[config.mk]
export PLATFORM = sky130hd
export DESIGN_NAME = dda_line_rasterizer
export DESIGN_NICKNAME = d
export VERILOG_FILES = /design/src/rtl/core/dda_pkg.sv /design/src/rtl/core/dda_ctrl.sv /design/src/rtl/core/dda_datapath.sv /design/src/rtl/core/dda_line_rasterizer.sv
export SDC_FILE = /design/constraint.sdc
export NUM_CORES = 1
export LEC_CHECK = 0
export ABC_AREA = 1
export ABC_CLOCK_PERIOD_IN_PS = 9100
export BUFFER_PORTS_ARGS = -buffer_cell sky130_fd_sc_hd__buf_2
export CAP_MARGIN = 25
export CORE_ASPECT_RATIO = 1.25
export CORE_MARGIN = 4
export CORE_UTILIZATION = 61
export CTS_CLUSTER_DIAMETER = 120
export CTS_CLUSTER_SIZE = 28
export DETAILED_ROUTE_END_ITERATION = 6
export PLACE_DENSITY = 0.77
export SLEW_MARGIN = 30
export SYNTH_ARGS = -nofsm -noshare
export SYNTH_HDL_FRONTEND = slang
export SYNTH_HIERARCHICAL = 1
export SYNTH_SLANG_ARGS = --single-unit
[constraint.sdc]
create_clock -name i_clk -period 9.1 [get_ports i_clk]
set_input_delay 2.275 -clock i_clk [delete_from_list [all_inputs] [get_ports i_clk]]
set_output_delay 2.275 -clock i_clk [all_outputs]
set_load 0.02 [all_outputs]
[src/rtl/core/dda_pkg.sv]
`default_nettype none

package dda_pkg;

    localparam int COORD_W   = 7;
    localparam int PIX_W     = 6;
    localparam int COLOR_W   = 24;
    localparam int RUN_LIMIT = 64;
    localparam int COUNT_W   = $clog2(RUN_LIMIT + 1);

    typedef enum logic [1:0] {
        ST_IDLE,
        ST_DIV,
        ST_RUN,
        ST_FLUSH
    } t_state;

    typedef struct packed {
        logic load;
        logic div_step;
        logic run_step;
        logic flush_step;
    } t_ctrl;

    typedef struct packed {
        logic degen;
        logic div_done;
        logic run_done;
        logic run_stall;
        logic pend_valid;
        logic out_free;
    } t_stat;

endpackage

`default_nettype wire

[src/rtl/core/dda_ctrl.sv]
`default_nettype none

module dda_ctrl (
    input  wire logic          i_clk,
    input  wire logic          i_rst_n,
    input  wire logic          i_valid,
    output logic               o_ready,
    input  wire dda_pkg::t_stat i_stat,
    output dda_pkg::t_ctrl     o_ctrl
);

    dda_pkg::t_state r_state;
    dda_pkg::t_state n_state;

    always_ff @(posedge i_clk) begin
        if (!i_rst_n) begin
            r_state <= dda_pkg::ST_IDLE;
        end else begin
            r_state <= n_state;
        end
    end

    always_comb begin
        n_state = r_state;
        o_ctrl  = '0;
        o_ready = 1'b0;
        case (r_state)
            dda_pkg::ST_IDLE: begin
                o_ready = 1'b1;
                if (i_valid) begin
                    o_ctrl.load = 1'b1;
                    n_state     = dda_pkg::ST_DIV;
                end
            end
            dda_pkg::ST_DIV: begin
                // a single point needs no slope
                if (i_stat.degen) begin
                    n_state = dda_pkg::ST_RUN;
                end else begin
                    o_ctrl.div_step = 1'b1;
                    if (i_stat.div_done) begin
                        n_state = dda_pkg::ST_RUN;
                    end
                end
            end
            dda_pkg::ST_RUN: begin
                if (i_stat.run_done) begin
                    n_state = dda_pkg::ST_FLUSH;
                end else if (!i_stat.run_stall) begin
                    o_ctrl.run_step = 1'b1;
                end
            end
            dda_pkg::ST_FLUSH: begin
                // hold until the held pixel can go out marked last
                if (!i_stat.pend_valid || i_stat.out_free) begin
                    o_ctrl.flush_step = 1'b1;
                    n_state           = dda_pkg::ST_IDLE;
                end
            end
            default: begin
                n_state = dda_pkg::ST_IDLE;
            end
        endcase
    end

endmodule

`default_nettype wire

[src/rtl/core/dda_datapath.sv]
`default_nettype none

module dda_datapath #(
    parameter int CANVAS_WIDTH  = 64,
    parameter int CANVAS_HEIGHT = 64,
    parameter int FRAC_BITS     = 16
) (
    input  wire logic                         i_clk,
    input  wire logic                         i_rst_n,
    input  wire logic [dda_pkg::COORD_W-1:0]  i_start_x,
    input  wire logic [dda_pkg::COORD_W-1:0]  i_start_y,
    input  wire logic [dda_pkg::COORD_W-1:0]  i_end_x,
    input  wire logic [dda_pkg::COORD_W-1:0]  i_end_y,
    input  wire logic [dda_pkg::COLOR_W-1:0]  i_line_color,
    input  wire dda_pkg::t_ctrl               i_ctrl,
    output dda_pkg::t_stat                    o_stat,
    input  wire logic                         i_ready,
    output logic                              o_valid,
    output logic [dda_pkg::PIX_W-1:0]         o_pixel_x,
    output logic [dda_pkg::PIX_W-1:0]         o_pixel_y,
    output logic [dda_pkg::COLOR_W-1:0]       o_pixel_color,
    output logic                              o_last_pixel
);

    localparam int CW     = dda_pkg::COORD_W;
    localparam int PW     = dda_pkg::PIX_W;
    localparam int ACC_W  = CW + FRAC_BITS;
    localparam int Q_W    = FRAC_BITS + 1;
    localparam int DCNT_W = $clog2(FRAC_BITS + 1);
    localparam logic [CW-1:0] W_LIM = CW'(CANVAS_WIDTH);
    localparam logic [CW-1:0] H_LIM = CW'(CANVAS_HEIGHT);
    localparam logic [dda_pkg::COUNT_W-1:0] CNT_LIM = dda_pkg::COUNT_W'(dda_pkg::RUN_LIMIT);

    // line setup from the input ports
    logic [CW-1:0] s_adx, s_ady, s_maj0, s_maj1, s_min0, s_min1, s_t_maj0, s_t_maj1;
    logic [CW-1:0] s_t_min0, s_t_min1, s_span_maj, s_span_min;
    logic          s_xmaj, s_degen, s_swap;

    always_comb begin
        s_adx      = (i_start_x > i_end_x) ? i_start_x - i_end_x : i_end_x - i_start_x;
        s_ady      = (i_start_y > i_end_y) ? i_start_y - i_end_y : i_end_y - i_start_y;
        s_xmaj     = s_adx > s_ady;
        s_degen    = (s_adx == '0) && (s_ady == '0);
        s_t_maj0   = s_xmaj ? i_start_x : i_start_y;
        s_t_maj1   = s_xmaj ? i_end_x   : i_end_y;
        s_t_min0   = s_xmaj ? i_start_y : i_start_x;
        s_t_min1   = s_xmaj ? i_end_y   : i_end_x;
        s_span_maj = s_xmaj ? s_adx : s_ady;
        s_span_min = s_xmaj ? s_ady : s_adx;
        s_swap     = s_t_maj0 > s_t_maj1;
        s_maj0     = s_swap ? s_t_maj1 : s_t_maj0;
        s_maj1     = s_swap ? s_t_maj0 : s_t_maj1;
        s_min0     = s_swap ? s_t_min1 : s_t_min0;
        s_min1     = s_swap ? s_t_min0 : s_t_min1;
    end

    // line state
    logic [CW:0]                   r_maj, n_maj, r_maj_end, n_maj_end;
    logic [ACC_W-1:0]              r_acc, n_acc;
    logic [Q_W-1:0]                r_quo, n_quo;
    logic [CW:0]                   r_rem, n_rem;
    logic [CW-1:0]                 r_div, n_div;
    logic [DCNT_W-1:0]             r_div_cnt, n_div_cnt;
    logic                          r_desc, n_desc, r_xmaj, n_xmaj, r_degen, n_degen;
    logic [dda_pkg::COLOR_W-1:0]   r_color, n_color;
    logic [dda_pkg::COUNT_W-1:0]   r_count, n_count;
    // held pixel and output register
    logic                          r_pend_valid, n_pend_valid;
    logic [PW-1:0]                 r_pend_x, n_pend_x, r_pend_y, n_pend_y;
    logic                          r_out_valid, n_out_valid;
    logic [PW-1:0]                 r_out_x, n_out_x, r_out_y, n_out_y;
    logic [dda_pkg::COLOR_W-1:0]   r_out_color, n_out_color;
    logic                          r_out_last, n_out_last;

    logic             c_ge;
    logic [CW:0]      c_diff;
    logic [CW-1:0]    c_minor, c_x, c_y;
    logic             c_ok, c_out_free;
    logic [ACC_W-1:0] c_slope;

    always_comb begin
        c_ge       = r_rem >= {1'b0, r_div};
        c_diff     = r_rem - {1'b0, r_div};
        c_minor    = r_acc[ACC_W-1:FRAC_BITS];
        c_x        = r_xmaj ? r_maj[CW-1:0] : c_minor;
        c_y        = r_xmaj ? c_minor : r_maj[CW-1:0];
        c_ok       = (c_x <= W_LIM) && (c_y <= H_LIM);
        c_out_free = !r_out_valid || i_ready;
        c_slope    = ACC_W'(r_quo);
    end

    always_comb begin
        o_stat.degen      = r_degen;
        o_stat.div_done   = r_div_cnt == DCNT_W'(FRAC_BITS);
        o_stat.run_done   = (r_maj == r_maj_end) || (r_count == CNT_LIM);
        o_stat.run_stall  = c_ok && r_pend_valid && !c_out_free;
        o_stat.pend_valid = r_pend_valid;
        o_stat.out_free   = c_out_free;
    end

    always_comb begin
        n_maj        = r_maj;
        n_maj_end    = r_maj_end;
        n_acc        = r_acc;
        n_quo        = r_quo;
        n_rem        = r_rem;
        n_div        = r_div;
        n_div_cnt    = r_div_cnt;
        n_desc       = r_desc;
        n_xmaj       = r_xmaj;
        n_degen      = r_degen;
        n_color      = r_color;
        n_count      = r_count;
        n_pend_valid = r_pend_valid;
        n_pend_x     = r_pend_x;
        n_pend_y     = r_pend_y;
        n_out_valid  = (r_out_valid && i_ready) ? 1'b0 : r_out_valid;
        n_out_x      = r_out_x;
        n_out_y      = r_out_y;
        n_out_color  = r_out_color;
        n_out_last   = r_out_last;

        if (i_ctrl.load) begin
            n_maj     = {1'b0, s_maj0};
            n_maj_end = {1'b0, s_maj1} + (CW + 1)'(s_degen);
            n_acc     = {s_min0, FRAC_BITS'(0)};
            n_quo     = '0;
            n_rem     = {1'b0, s_span_min};
            n_div     = s_span_maj;
            n_div_cnt = '0;
            n_desc    = s_min1 < s_min0;
            n_xmaj    = s_xmaj;
            n_degen   = s_degen;
            n_color   = i_line_color;
            n_count   = '0;
        end

        // restoring division, one quotient bit a step
        if (i_ctrl.div_step) begin
            n_quo     = {r_quo[Q_W-2:0], c_ge};
            n_rem     = {(c_ge ? c_diff[CW-1:0] : r_rem[CW-1:0]), 1'b0};
            n_div_cnt = r_div_cnt + DCNT_W'(1);
        end

        if (i_ctrl.run_step) begin
            n_maj = r_maj + (CW + 1)'(1);
            if (r_desc) begin
                n_acc = (r_acc > c_slope) ? r_acc - c_slope : '0;
            end else begin
                n_acc = r_acc + c_slope;
            end
            if (c_ok) begin
                // a new pixel proves the held one is not last: release it
                if (r_pend_valid) begin
                    n_out_valid = 1'b1;
                    n_out_x     = r_pend_x;
                    n_out_y     = r_pend_y;
                    n_out_color = r_color;
                    n_out_last  = 1'b0;
                end
                n_pend_valid = 1'b1;
                n_pend_x     = (c_x == W_LIM) ? PW'(W_LIM - CW'(1)) : c_x[PW-1:0];
                n_pend_y     = (c_y == H_LIM) ? PW'(H_LIM - CW'(1)) : c_y[PW-1:0];
                n_count      = r_count + dda_pkg::COUNT_W'(1);
            end
        end

        if (i_ctrl.flush_step && r_pend_valid) begin
            n_out_valid  = 1'b1;
            n_out_x      = r_pend_x;
            n_out_y      = r_pend_y;
            n_out_color  = r_color;
            n_out_last   = 1'b1;
            n_pend_valid = 1'b0;
        end
    end

    always_ff @(posedge i_clk) begin
        if (!i_rst_n) begin
            r_pend_valid <= 1'b0;
            r_out_valid  <= 1'b0;
            r_count      <= '0;
            r_div_cnt    <= '0;
            r_degen      <= 1'b0;
            r_maj        <= '0;
            r_maj_end    <= '0;
        end else begin
            r_pend_valid <= n_pend_valid;
            r_out_valid  <= n_out_valid;
            r_count      <= n_count;
            r_div_cnt    <= n_div_cnt;
            r_degen      <= n_degen;
            r_maj        <= n_maj;
            r_maj_end    <= n_maj_end;
        end
    end

    always_ff @(posedge i_clk) begin
        r_acc       <= n_acc;
        r_quo       <= n_quo;
        r_rem       <= n_rem;
        r_div       <= n_div;
        r_desc      <= n_desc;
        r_xmaj      <= n_xmaj;
        r_color     <= n_color;
        r_pend_x    <= n_pend_x;
        r_pend_y    <= n_pend_y;
        r_out_x     <= n_out_x;
        r_out_y     <= n_out_y;
        r_out_color <= n_out_color;
        r_out_last  <= n_out_last;
    end

    assign o_valid       = r_out_valid;
    assign o_pixel_x     = r_out_x;
    assign o_pixel_y     = r_out_y;
    assign o_pixel_color = r_out_color;
    assign o_last_pixel  = r_out_last;

endmodule

`default_nettype wire

[src/rtl/core/dda_line_rasterizer.sv]
// DDA line rasterizer.
// Input channel (i_valid / o_ready): one item is a line, two endpoints in
// canvas coordinates and a 24-bit color. Output channel (o_valid / i_ready):
// one item per pixel write, in drawing order; o_last_pixel marks the final
// pixel of a line. A line whose pixels all fall outside the canvas gives no
// items. Runs stop after 64 pixels.
// Per line: the line is accepted, the serial slope divider forms FRAC_BITS+1
// quotient bits (skipped for a single point), the stepper takes one
// major-axis step at a time, the end of the run is seen and the run closes.
// The divider and the stepper set the time from one accepted line to the
// next while the receiver keeps up.
// One pixel is held back until the next in-canvas pixel or the end of the
// run shows whether it is last, so the first pixel of a line enters the
// output register as the second is taken into the hold. A new line is taken
// once the previous run has closed, even while its last pixel still sits in
// the output register. A stalled receiver holds the output register and then the stepper.
// Reset (synchronous, active low) drops any line in progress and any
// pending pixel; the block then waits for a line.
`default_nettype none

module dda_line_rasterizer #(
    parameter int CANVAS_WIDTH  = 64,
    parameter int CANVAS_HEIGHT = 64,
    parameter int FRAC_BITS     = 16
) (
    input  wire logic                         i_clk,
    input  wire logic                         i_rst_n,
    input  wire logic                         i_valid,
    output logic                              o_ready,
    input  wire logic [dda_pkg::COORD_W-1:0]  i_start_x,
    input  wire logic [dda_pkg::COORD_W-1:0]  i_start_y,
    input  wire logic [dda_pkg::COORD_W-1:0]  i_end_x,
    input  wire logic [dda_pkg::COORD_W-1:0]  i_end_y,
    input  wire logic [dda_pkg::COLOR_W-1:0]  i_line_color,
    output logic                              o_valid,
    input  wire logic                         i_ready,
    output logic [dda_pkg::PIX_W-1:0]         o_pixel_x,
    output logic [dda_pkg::PIX_W-1:0]         o_pixel_y,
    output logic [dda_pkg::COLOR_W-1:0]       o_pixel_color,
    output logic                              o_last_pixel
);

    dda_pkg::t_ctrl ctrl;
    dda_pkg::t_stat stat;

    dda_ctrl u_ctrl (
        .i_clk   (i_clk),
        .i_rst_n (i_rst_n),
        .i_valid (i_valid),
        .o_ready (o_ready),
        .i_stat  (stat),
        .o_ctrl  (ctrl)
    );

    dda_datapath #(
        .CANVAS_WIDTH  (CANVAS_WIDTH),
        .CANVAS_HEIGHT (CANVAS_HEIGHT),
        .FRAC_BITS     (FRAC_BITS)
    ) u_dp (
        .i_clk         (i_clk),
        .i_rst_n       (i_rst_n),
        .i_start_x     (i_start_x),
        .i_start_y     (i_start_y),
        .i_end_x       (i_end_x),
        .i_end_y       (i_end_y),
        .i_line_color  (i_line_color),
        .i_ctrl        (ctrl),
        .o_stat        (stat),
        .i_ready       (i_ready),
        .o_valid       (o_valid),
        .o_pixel_x     (o_pixel_x),
        .o_pixel_y     (o_pixel_y),
        .o_pixel_color (o_pixel_color),
        .o_last_pixel  (o_last_pixel)
    );

    // no pixel of an old line may still be held when a new line is taken
    a_idle_no_pending: assert property (@(posedge i_clk) disable iff (!i_rst_n)
        o_ready |-> !stat.pend_valid)
        else $error("pixel held while accepting a line");

    a_one_command: assert property (@(posedge i_clk) disable iff (!i_rst_n)
        $onehot0(ctrl))
        else $error("more than one datapath command");

    a_step_legal: assert property (@(posedge i_clk) disable iff (!i_rst_n)
        ctrl.run_step |-> !stat.run_done && !stat.run_stall)
        else $error("stepper advanced past end or under stall");

    // a closing pixel must never be overwritten before it is taken
    a_last_holds: assert property (@(posedge i_clk) disable iff (!i_rst_n)
        o_valid && o_last_pixel && !i_ready |=> o_valid && o_last_pixel)
        else $error("last pixel lost under stall");

endmodule

`default_nettype wire

# After elaboration in Yosys (flattened, before gate mapping)
# Cells that the tools add are included.
# W data, S select, Z words.
# totals
output_inout_bits,39
register_bits,163
word_cells,143
# classes
order_cmp,9
mux,63
n_reduce_logical,25
n_addsub,11
bitwise,1
n_eq_ne,12
# op_table
cell,n
$mux W7,18
$mux W24,4
$mux W23,4
$mux W6,8
$sub A7 B7 Y7,5
$mux W17,2
$mux W8,4
$gt A7 B7 Y1,4
$add A23 B17 Y23,1
$gt A23 B17 Y1,1
$sub A23 B17 Y23,1
$eq A7 B7 Y1 const B,3
$mux W1,15
$le A7 B7 Y1 const B,2
$logic_not A7 Y1,2
$mux W2,5
$mux W5,2
$reduce_bool A2 Y1,5
$add A7 B1 Y8,1
$add A8 B1 Y8 const B,1
$eq A8 B8 Y1,1
$ge A8 B7 Y1,1
$pmux W2 S4,1
$add A7 B1 Y7 const B,1
17 further kinds,29

# Logic depth before layout (Yosys ltp)
# depth
word_depth,10
mapped_depth,45
mapped_depth_nobuf,41

# Modules after synthesis
# The synthesis kept the hierarchy.
# by_module_without_submodules
module,n_inst,area_each_um2,cells_per_inst,seq_area_each_um2
dda_datapath,1,10966.8,1350,4504.3
dda_ctrl,1,210.2,34,40.0

# Worst setup path after synthesis
# No wires, ideal clock.
# synth_path
path_type,input -> register
startpoint,input port i_start_x[2] in the netlist's numbering
endpoint,register u_dp.r_maj_end[6]
cell_stages,41
setup_slack_ps,1642
required_ps,8972
t_arrival_ps,7331
path_cell_list,inv_1 > ha_1 > buf_4 > a21oi_1 > nand2_1 > nand2_1 > nand2_1 > nand2_4 > nand3_1 > o21ai_0 > o221ai_1 > xor2_1 > inv_1 > ha_1 > nand2_1 > nor2_1 > nand4_2 > nand2_4 > [5 not listed] > ha_1 > inv_1 > nand3_1 > nand2_1 > nand2_1 > nand2_4 > nand2_2 > buf_6 > clkbuf_1 > o21ai_0 > ha_1 > ha_1 > nand3_1 > nor2_2 > nand3_1 > nand2_1 > nor2_1 > nor2_1
# synth_via
elab_chain_len,7
# synth_lines
item,line,text
from (decl),dda_line_rasterizer.sv:30,"input wire logic [dda_pkg::COORD_W-1:0] i_start_x,"
$sub A7 B7 Y7 / $gt A7 B7 Y1 (equally long branches),dda_datapath.sv:40,s_adx = (i_start_x > i_end_x) ? i_start_x - i_end_x : i_end_x - i_start_x;
$mux W7,dda_datapath.sv:40,
$gt A7 B7 Y1,dda_datapath.sv:42,s_xmaj = s_adx > s_ady;
"$mux W7, on equally long branches","dda_datapath.sv:44, dda_datapath.sv:45",
$gt A7 B7 Y1,dda_datapath.sv:50,s_swap = s_t_maj0 > s_t_maj1;
$mux W7,dda_datapath.sv:52,s_maj1 = s_swap ? s_t_maj0 : s_t_maj1;
$add A7 B1 Y8 (*),dda_datapath.sv:125,"n_maj_end = {1'b0, s_maj1} + (CW + 1)'(s_degen);"
to (signal assigned),dda_datapath.sv:194,r_maj_end <= n_maj_end;
to (decl),dda_datapath.sv:58,"logic [CW:0] r_maj, n_maj, r_maj_end, n_maj_end;"
# Mark *: on every way between the ends. The rest lies on a longest branch, timed or not.
# A chain may end at the register's enable or synchronous reset.

# Worst setup path in the final report
# layout_path
startpoint,input port i_start_x[2] in the netlist's numbering
endpoint,"register u_dp.r_desc, data pin"
# layout_via
elab_chain_len,7
# layout_lines
item,line,text
$sub A7 B7 Y7 / $gt A7 B7 Y1 (equally long branches),dda_datapath.sv:40,
$mux W7,dda_datapath.sv:40,
$gt A7 B7 Y1,dda_datapath.sv:42,
"$mux W7, on equally long branches","dda_datapath.sv:44, dda_datapath.sv:45",
$gt A7 B7 Y1,dda_datapath.sv:50,
"$mux W7, on equally long branches","dda_datapath.sv:54, dda_datapath.sv:53",
$lt A7 B7 Y1 (*),dda_datapath.sv:131,n_desc = s_min1 < s_min0;
to (signal assigned),dda_datapath.sv:203,r_desc <= n_desc;
to (decl),dda_datapath.sv:64,"logic r_desc, n_desc, r_xmaj, n_xmaj, r_degen, n_degen;"
# Marked as above.

==> reports/qor.yml <==
synth:
  synthArstFlopShare_pct: 0
  seq_area_frac_synth_pct: 40.66
  yosys-top-cells-area: "edfxtp_1 34%, ha_1 11%, nand2_1 9.8%"
  syn_avg_cell_area_sq_um: 8.076
  synth_top_cells_by_count: "293 x nand2_1, 200 x inv_1, 139 x o21ai_0, 128 x edfxtp_1, 105 x a21oi_1"
  synth-seq-cells: 163
  synth_enable_flop_cells: 128
  synth-simple-area-share_pct: 20.51
  synth_fa_ha_area_share_pct: 11.78
  ys_types: 53
  synth.most_common_cell: "nand2_1"
  synth_top_area_cell: "edfxtp_1"
  synth-compound-area-share_pct: 14.62
  ys.flop_type: "edfxtp_1"
  synth_fp_nets: 1541
  synth-xor-area-share_pct: 3.683
  netlist_area_sq_um: 11180
  synth_top_family_by_area: "simple AND/OR/NAND/NOR gates"
  yosysWarnings: 6
  synthMuxAreaShare_pct: 0.08956
  synthCells: 1384
  yosysTopAreaCellShare_pct: 34.39
detailed_routing:
  first_pass_iters: 6
  drt_first_iter_violations: 684
  num_vias: 9469
  wire_per_inst_um: 16.10
  ant_nets: 0
  wirelength_um: 27480
  viasPerCell: 5.547
  drc: 0
clock_tree:
  cts_setup_buffers: 0
  cts_inserted_buffers: 17
  cts_max_path_buffers: 2
  htreeDepth: 4
  cts_root_buf: "clkbuf_16"
  cts.sinks: 163
  ctsHoldBuffers: 0
  cts_resized: 0
  cts_tree: "done"
  clk_pin_slew_ns: 0.07
  clock_latency_ns: 0.44
setup_path:
  path_class: "primary input to flop"
  r2r_cells: 14
  rrSetupSlack_ns: 4.24
  worst_ep_arrival_time_ns: 8.10
  critPathCaptureType: "flop"
  required_ns: 9.39
  crit_top_cell: "nand2_1"
  crit_slowest_cell: "nand2_4"
  critical_path.startpoint_type: "primary input"
  cp_max_fo: 53
  timing.rr.end: "u_dp/o_pixel_color[13]$_DFFE_PP_"
  r2r-start: "u_dp/r_xmaj$_DFFE_PP_"
  cpPeakStageDelay_ns: 0.45
timing:
  finClkSkew_ns: 0.01664
  slew_viol_final: 0
  tns_ns: 0
  hold_viol: 0
  slew_headroom_pct: 41.79
  rsz0062_at_grt: "no"
  fin_crit_sh_pct: 85.92
  setup_viol: 0
  worst_slew_pin_slew_ns: 0.8678
  max_freq_mhz: 127.9
  final.min_clock_period_ns: 7.818
global_routing:
  grt_overflow_total: 0
  grt_pass1_wl_um: 44910
  first_global_vias: 9087
  antenna_found_initial: 0
  grt_use_total_pct: 27.42
  grt_max_degree: 54
placed_design:
  placed_cells: 1675
  hpwl_um: 21070
  gp_congestion: 0.9565
  port_buffers: 94
floorplanning:
  pin_count: 95
  num_rows: 55
  initial_core_util_pct: 61.99
  dieHeight_um: 159.3
  placeableCoreArea_sq_um: 18030
  die-area_sq_um: 20570
  fp.dieW_um: 129.1
finish:
  regArea_sq_um: 4544
  antenna_cells: 0
  stdcell_count: 1707
  multiInputGateArea_sq_um: 5678
  nets: 1623
  nFillCells: 1502
  drive_gt1_share_pct: 12.51
  syn2layout_area_growth_pct: 11.68
hold_path:
  min_from: "u_dp/r_color[2]$_DFFE_PP_"
  min_path_cells: 0
  hp-class: "flop to flop"
  worstHoldEndpoint: "u_dp/o_pixel_color[2]$_DFFE_PP_"
job:
  maxCapViolCount: 0
power:
  p_leak_nw: 5.824
  power_density_nw_per_um2: 388.8
  p_sw_share_pct: 48.76
  power_frac_comb_pct: 58.1
  peakVddDrop_uv: 187.7
  clock_power_share_pct: 15.1
  internal_power_mw: 2.487
  seqPwrFrac_pct: 26.8
  p_switching_mw: 2.366
status:
  status: "complete, no violations"
## worst max-delay path: cells and delay by family
family	cells	cell delay, ns
xor gates and xnor gates	1	0.29
buffers and inverters	4	0.54
AOI/OAI and AO/OA	8	1.40
and+or+nand+nor	14	2.25
adders and majority gates	4	1.34
## per-stage QoR
stage | util, % | hold WS [ns] | power [mW] | setup slack, ns | area, sq um
final | 69.23 | 0.4167 | 4.853 | 1.282 | 12480
after global placement | 65.55 | 0.4007 | 4.011 | 0.9956 | 11820
after global routing | 69.23 | 0.4201 | 5.339 | 0.6412 | 12480
after detailed placement | 65.70 | 0.4045 | 4.070 | 0.9061 | 11850
after floorplan | - | 0.4003 | 3.455 | 1.642 | 11180
after CTS | 69.23 | 0.4176 | 4.840 | 1.352 | 12480
## power by group through the flow
stage,logic [mW],registers (mW),clock network (mW)
2_1_floorplan,2.21,1.25,0
3_3_place_gp,2.71,1.30,0
3_5_place_dp,2.76,1.31,0
4_1_cts,2.79,1.30,0.747
5_1_grt,3.23,1.33,0.778
6_report,2.82,1.30,0.733
## logic make-up (layout without fill, tap and decap cells)
logic type,count (synthesis),in the layout
and+or+nand+nor,525,525
AOI/OAI and AO/OA,301,301
buffers and inverters,246,341
DFF,163,163
adders and majority gates,101,101
xor gates and xnor gates,47,47
muxes,1,1
## worst max-delay path by stage
stage / slack [ns] / cells after the start / end / start
after floorplan: 1.64 / 41 / u_dp/r_maj_end[6]$_SDFFE_PN0P_ / i_start_x[2]
after global placement: 1.0 / 31 / u_dp/r_desc$_DFFE_PP_ / i_start_x[3]
after detailed placement: 0.91 / 31 / u_dp/r_desc$_DFFE_PP_ / i_start_x[2]
after CTS: 1.35 / 31 / u_dp/r_desc$_DFFE_PP_ / i_start_x[2]
after global routing: 0.64 / 32 / u_dp/r_desc$_DFFE_PP_ / i_start_x[3]
final: 1.28 / 31 / u_dp/r_desc$_DFFE_PP_ / i_start_x[2]
## cell usage in the layout, fill, tap and decap left out, drive strengths merged, types with 3 or more instances in the layout
cell type and instances:
a211oi 3, a21boi 3, a21o 4, a21oi 105, a22oi 3, a31oi 10, buf 105, clkbuf 17
clkinv 11, dfxtp 35, edfxtp 128, fa 7, ha 94, inv 207, nand2 317, nand3 63
nand3b 4, nand4 14, nor2 107, nor3 12, o211ai 6, o21ai 145, o21bai 3, o22ai 4
o31ai 3, or2 5, xnor2 11, xor2 36
## layer usage
layer	track usage, %	share of wire (%)	up-vias
met5	0	0	-
met4	10.98	3.4	0
met3	3.624	4.5	61
met2	50.21	53	286
met1	31.76	39	4343
li1	-	-	4779
## area by class of cell
cell class	instances	area share, %
Tap cell	228	2.285
Clock buffer	17	3.408
Inverter	204	6.135
Clock inverter	15	1.684
Timing Repair Buffer	105	4.591
Multi-Input combinational cell	975	45.49
Sequential cell	163	36.41
## state kept, by name, indices dropped and copies added, names as in the netlist, 8 cells and up
name                count
u_dp/r_rem              8
u_dp/r_maj_end          8
u_dp/r_quo             17
u_dp/r_maj              8
u_dp/r_color           24
u_dp/r_acc             23
u_dp/o_pixel_color     24
No activity file was read; power rests on OpenSTA's default activity.
